### src/hw/rtl/acsc_pkg.sv
`timescale 1ns / 1ps
// ----------------------------------------------------------------------------
// acsc_pkg
// Types and constants shared by the accumulator CPU execute block.
// ----------------------------------------------------------------------------
package acsc_pkg;

  localparam int unsigned XLEN     = 32;
  localparam int unsigned OPC_W    = 8;
  localparam int unsigned LADDR_W  = 12;
  localparam int unsigned SHAMT_W  = 5;

  // request kinds
  localparam logic KIND_PRELOAD = 1'b0;
  localparam logic KIND_EXEC    = 1'b1;

  typedef enum logic [OPC_W-1:0] {
    OP_LDC    = 8'd0,
    OP_ADC    = 8'd1,
    OP_LDL    = 8'd2,
    OP_STL    = 8'd3,
    OP_LDNL   = 8'd4,
    OP_STNL   = 8'd5,
    OP_ADD    = 8'd6,
    OP_SUB    = 8'd7,
    OP_SHL    = 8'd8,
    OP_SHR    = 8'd9,
    OP_ADJ    = 8'd10,
    OP_A2SP   = 8'd11,
    OP_SP2A   = 8'd12,
    OP_CALL   = 8'd13,
    OP_RETURN = 8'd14,
    OP_BRZ    = 8'd15,
    OP_BRLZ   = 8'd16,
    OP_BR     = 8'd17,
    OP_HALT   = 8'd18
  } op_e;

  typedef enum logic [1:0] {
    ACC_NONE  = 2'd0,
    ACC_READ  = 2'd1,
    ACC_WRITE = 2'd2
  } access_e;

  typedef struct packed {
    logic                      kind;
    logic signed [XLEN-1:0]    word;
    logic [LADDR_W-1:0]        load_address;
  } in_item_t;

  typedef struct packed {
    logic signed [XLEN-1:0]    pc;
    logic signed [XLEN-1:0]    sp;
    logic signed [XLEN-1:0]    reg_a;
    logic signed [XLEN-1:0]    reg_b;
    logic [1:0]                access;
    logic [LADDR_W-1:0]        access_address;
    logic signed [XLEN-1:0]    old_value;
    logic signed [XLEN-1:0]    new_value;
    logic                      halted;
    logic                      fault;
  } out_item_t;

  // architectural registers
  typedef struct packed {
    logic [XLEN-1:0] pc;
    logic [XLEN-1:0] sp;
    logic [XLEN-1:0] a;
    logic [XLEN-1:0] b;
  } regs_t;

  // request held while its memory read is in flight
  typedef struct packed {
    logic             kind;
    logic [OPC_W-1:0] opc;
    logic [XLEN-1:0]  off;
    logic [XLEN-1:0]  word;
    logic [XLEN-1:0]  addr;
    logic             addr_ok;
  } issue_t;

  // write-back towards the data memory
  typedef struct packed {
    logic            en;
    logic [XLEN-1:0] data;
  } mem_wr_t;

endpackage

### src/hw/rtl/acsc_exec.sv
`timescale 1ns / 1ps
// ----------------------------------------------------------------------------
// acsc_exec
// Completes one request: register update, memory write-back and result word.
// ----------------------------------------------------------------------------
module acsc_exec import acsc_pkg::*; (
  input  issue_t          iss_i,
  input  regs_t           regs_i,
  input  logic [XLEN-1:0] rdata_i,
  output regs_t           regs_o,
  output mem_wr_t         wr_o,
  output out_item_t       res_o
);

  op_e             op;
  logic [XLEN-1:0] pc_br;
  logic            halted;
  logic            fault;
  logic [1:0]      access;
  logic [XLEN-1:0] old_value;
  logic [XLEN-1:0] new_value;
  logic            shamt_big;

  assign op        = op_e'(iss_i.opc);
  assign shamt_big = |regs_i.a[XLEN-1:SHAMT_W];

  always_comb begin
    regs_o    = regs_i;
    wr_o.en   = 1'b0;
    wr_o.data = regs_i.a;
    halted    = 1'b0;
    fault     = 1'b0;
    access    = ACC_NONE;
    old_value = '0;
    new_value = '0;
    pc_br     = regs_i.pc;

    if (iss_i.kind == KIND_PRELOAD) begin
      if (iss_i.addr_ok) begin
        access    = ACC_WRITE;
        old_value = rdata_i;
        new_value = iss_i.word;
        wr_o.en   = 1'b1;
        wr_o.data = iss_i.word;
      end else begin
        fault = 1'b1;
      end
    end else begin
      unique case (op)
        OP_LDC: begin
          regs_o.b = regs_i.a;
          regs_o.a = iss_i.off;
        end
        OP_ADC:  regs_o.a = regs_i.a + iss_i.off;
        OP_LDL, OP_LDNL: begin
          if (!iss_i.addr_ok) begin
            fault = 1'b1;
          end else begin
            if (op == OP_LDL) begin
              regs_o.b = regs_i.a;
            end
            regs_o.a  = rdata_i;
            access    = ACC_READ;
            new_value = rdata_i;
          end
        end
        OP_STL: begin
          if (!iss_i.addr_ok) begin
            fault = 1'b1;
          end else begin
            access    = ACC_WRITE;
            old_value = rdata_i;
            new_value = regs_i.a;
            wr_o.en   = 1'b1;
            wr_o.data = regs_i.a;
            regs_o.a  = regs_i.b;
          end
        end
        OP_STNL: begin
          if (!iss_i.addr_ok) begin
            fault = 1'b1;
          end else begin
            access    = ACC_WRITE;
            old_value = rdata_i;
            new_value = regs_i.b;
            wr_o.en   = 1'b1;
            wr_o.data = regs_i.b;
          end
        end
        OP_ADD:  regs_o.a = regs_i.b + regs_i.a;
        OP_SUB:  regs_o.a = regs_i.b - regs_i.a;
        OP_SHL: begin
          regs_o.a = shamt_big ? '0 : (regs_i.b << regs_i.a[SHAMT_W-1:0]);
        end
        OP_SHR: begin
          regs_o.a = shamt_big ? {XLEN{regs_i.b[XLEN-1]}}
                               : XLEN'($signed(regs_i.b) >>> regs_i.a[SHAMT_W-1:0]);
        end
        OP_ADJ:  regs_o.sp = regs_i.sp + iss_i.off;
        OP_A2SP: begin
          regs_o.sp = regs_i.a;
          regs_o.a  = regs_i.b;
        end
        OP_SP2A: begin
          regs_o.b = regs_i.a;
          regs_o.a = regs_i.sp;
        end
        OP_CALL: begin
          regs_o.b = regs_i.a;
          regs_o.a = regs_i.pc;
          pc_br    = regs_i.pc + iss_i.off;
        end
        OP_RETURN: begin
          pc_br    = regs_i.a;
          regs_o.a = regs_i.b;
        end
        OP_BRZ: begin
          if (regs_i.a == '0) begin
            pc_br = regs_i.pc + iss_i.off;
          end
        end
        OP_BRLZ: begin
          if (regs_i.a[XLEN-1]) begin
            pc_br = regs_i.pc + iss_i.off;
          end
        end
        OP_BR:   pc_br = regs_i.pc + iss_i.off;
        OP_HALT: halted = 1'b1;
        default: ;
      endcase
      regs_o.pc = halted ? regs_i.pc : pc_br + XLEN'(1);
    end
  end

  always_comb begin
    res_o.pc             = regs_o.pc;
    res_o.sp             = regs_o.sp;
    res_o.reg_a          = regs_o.a;
    res_o.reg_b          = regs_o.b;
    res_o.access         = access;
    res_o.access_address = (access == ACC_NONE) ? '0 : iss_i.addr[LADDR_W-1:0];
    res_o.old_value      = old_value;
    res_o.new_value      = new_value;
    res_o.halted         = halted;
    res_o.fault          = fault;
  end

endmodule

### config.mk
export PLATFORM = sky130hd
export DESIGN_NAME = acsc_exec
export DESIGN_NICKNAME = d
export VERILOG_FILES = /design/src/hw/rtl/acsc_pkg.sv /design/src/hw/rtl/acsc_exec.sv
export SDC_FILE = /design/constraint.sdc
export NUM_CORES = 1
export LEC_CHECK = 0
export BUFFER_PORTS_ARGS = -buffer_cell sky130_fd_sc_hd__buf_2
export CORE_AREA = 4 4 242 244
export DETAILED_ROUTE_END_ITERATION = 8
export DIE_AREA = 0 0 246 248
export GPL_TIMING_DRIVEN = 0
export SYNTH_ARGS = -nofsm -noshare
export SYNTH_HDL_FRONTEND = slang
export SYNTH_SLANG_ARGS = --single-unit
export TNS_END_PERCENT = 30
### constraint.sdc
create_clock -name vclk -period 13.93
set_input_delay 1.393 -clock vclk [all_inputs]
set_output_delay 1.393 -clock vclk [all_outputs]
set_load 0.005 [all_outputs]
==> results.toml <==
[min_path]
min_to = "res_o[77]"
hp-start = "iss_i[12]"
hold_path_class = "in -> out"
hold-path-cell-count = 3

[timing]
finalSetupViolCount = 0
fin_crit_ns = 10.84
finalCritPeriodShare_pct = 77.85
rsz0062_at_grt = "no"
hold-worst-slack_ns = 3.058
tightest_slew_ns = 1.445
hold_viol = 0
slew_violations = 0
max_freq_mhz = 92.21
setup_tns_ns = 0
maxSlewHeadroom_pct = 2.926

[final_layout]
seqCellArea_sq_um = 0
final_core_util_pct = 40.18
nets = 3748
flops_and_latches = 0
drive_above_1_share_pct = 26.96
synthToLayoutAreaGrowth_pct = 22.11
fillers = 6378
nClkBuffers = 0

[cts]
cts_resized = 0
cts_setup_buffers = 0
holdBufCountCts = 0

[drt]
vias = 27000
drc = 23
drt_iter0_drc = 3839
finalWirelength_mm = 132.0
viasPerCell = 6.562
detail-route-antenna-nets = 0
wl_per_cell_microns = 32.08
firstDrtPassIters = 9

[setup_path]
setup.worst_path.class = "in -> out"
start_kind = "input port"
cp.required_ns = 12.54
critPathArrivalTime_ns = 9.45
cp_max_fo = 10
timing.critical_path.to_type = "output pin"

[global_route]
grt_pass1_vias = 24950
grt_usage_pct = 40.04
grt_max_degree = 11
antenna_found_initial = 15
grt_first_pass_wirelength_mm = 179.5
grt_remaining_overflow = 0

[power]
max-vdd-ir-drop_v = 0.00001483
power_uw = 872.4
p_leak_nw = 9.950
power_density_nw_per_um2 = 38.58

[run]
max_cap_violations = 0

[yosys]
ys_types = 96
yosysTopAreaCellShare_pct = 8.581
synthTopCellsByCount = "241 x a21oi_1, 235 x nand2_1, 203 x clkbuf_1"
syn-num-nets = 3130
synth_most_common_cell = "a21oi_1"
synth_cells = 2733
syn_area_per_cell_sq_um = 6.776
syn_area_sq_um = 18520
post-synth-top-area-cell = "ha_1"
synth_seq_area_share_pct = 0
ys.warnings.count = 0
synthTopCellsByArea = "ha_1 8.6%, a21oi_1 6.5%, mux4_2 6.0%"

[floorplan]
fp-row-count = 87
die_width_microns = 246
dieArea_sq_um = 61010
io_pins = 635
core_region_area_sq_um = 56280
start_util_pct = 32.91
die_y_microns = 248

[placement]
dp_hpwl_mm = 110.2
io_buffer_count = 611
place_congestion = 1.033

[run_status]
violations = "design-rule violations"
status = "finished, violations left"
[metrics by stage]
step | cells | area, sq um | setup slack (ns)
floorplan | 2733 | 18520 | 5.700
global placement | 4100 | 22520 | 2.455
detailed placement | 4104 | 22580 | 3.417
CTS | 4104 | 22580 | 3.362
global route | 4110 | 22600 | 2.712
finish | 4114 | 22610 | 3.085
[where the power goes]
group          internal, mW  switching [mW]    total [mW]
Sequential                0               0             0
Clock          0.0000000164               0  0.0000000165
Combinational         0.329           0.544         0.872
Total                 0.329           0.544         0.872
[kinds of logic after synthesis]
group / after synthesis / synth area share, %
xor+xnor: 120 / 5.675
mux: 182 / 13.48
buf+inv: 421 / 11.37
fa+ha+maj: 131 / 9.013
simple gates: 840 / 22.55
compound gates: 1039 / 37.91
[critical path, cell delays in order]
cell and delay [ns]:
buf_2 0.18, clkbuf_1 0.20, buf_2 0.40, clkbuf_1 0.73, clkbuf_1 0.75, clkbuf_1 0.60, inv_1 0.32, ha_1 0.37
nor2_1 0.17, xnor2_1 0.10, ha_1 0.36, a21o_1 0.21, a21o_1 0.23, a2111oi_0 0.64, o31ai_1 0.31, and3b_1 0.34
o41ai_1 0.56, a21oi_1 0.25, o41ai_1 0.42, or4b_1 0.48, o211ai_1 0.16, buf_4 0.15, buf_2 0.10
[metal layers]
layer / GRT usage [%] / wire (microns) / vias to the layer above / part of all wire [%]
met5: 0 / 100 / - / 0.076
met4: 21.83 / 9239 / 14 / 7.0
met3: 8.557 / 15400 / 415 / 12
met2: 65.00 / 59000 / 2099 / 45
met1: 49.59 / 48250 / 12770 / 37
li1: - / - / 11700 / -
[layout make-up]
| cell class | instances | area [sq um] | share of cell area [%] |
|---|---|---|---|
| plain buffers | 374 | 1929 | 8.532 |
| well taps | 756 | 945.9 | 4.183 |
| multi-input cells | 2312 | 16450 | 72.73 |
| repair buffers | 616 | 3093 | 13.68 |
| inverters | 47 | 176.4 | 0.7801 |
| diodes | 9 | 22.52 | 0.09959 |
[cells in the final DEF, fill, tap and decap left out, types with 31 or more instances in the layout]
cell      count
buf_4       134
inv_1        45
ha_1        127
xnor2_1      65
a21o_1       64
a21oi_1     241
nand2b_1     31
o22ai_1      74
and3_1       56
a31oi_1      33
a22oi_1      49
nor3_1       59
mux4_2       49
clkbuf_1    203
xor2_1       55
a211oi_1     37
o211ai_1     32
a22o_1       40
mux2_2       49
mux2i_1      84
a222oi_1     62
o21ai_0     199
buf_2       623
nand2_1     235
nand3_1      65
nor2_1      198
[how the worst max path moves through the flow]
stage,end,depth (start not counted),slack [ns],startpoint
2_1_floorplan,res_o[142],21,5.70,regs_i[32]
3_3_place_gp,res_o[133],25,2.45,regs_i[32]
3_5_place_dp,res_o[142],23,3.42,regs_i[32]
4_1_cts,res_o[142],23,3.36,regs_i[32]
5_1_grt,res_o[142],23,2.71,regs_i[32]
6_report,res_o[142],23,3.09,regs_i[32]
No activity file was read; power rests on OpenSTA's default activity.
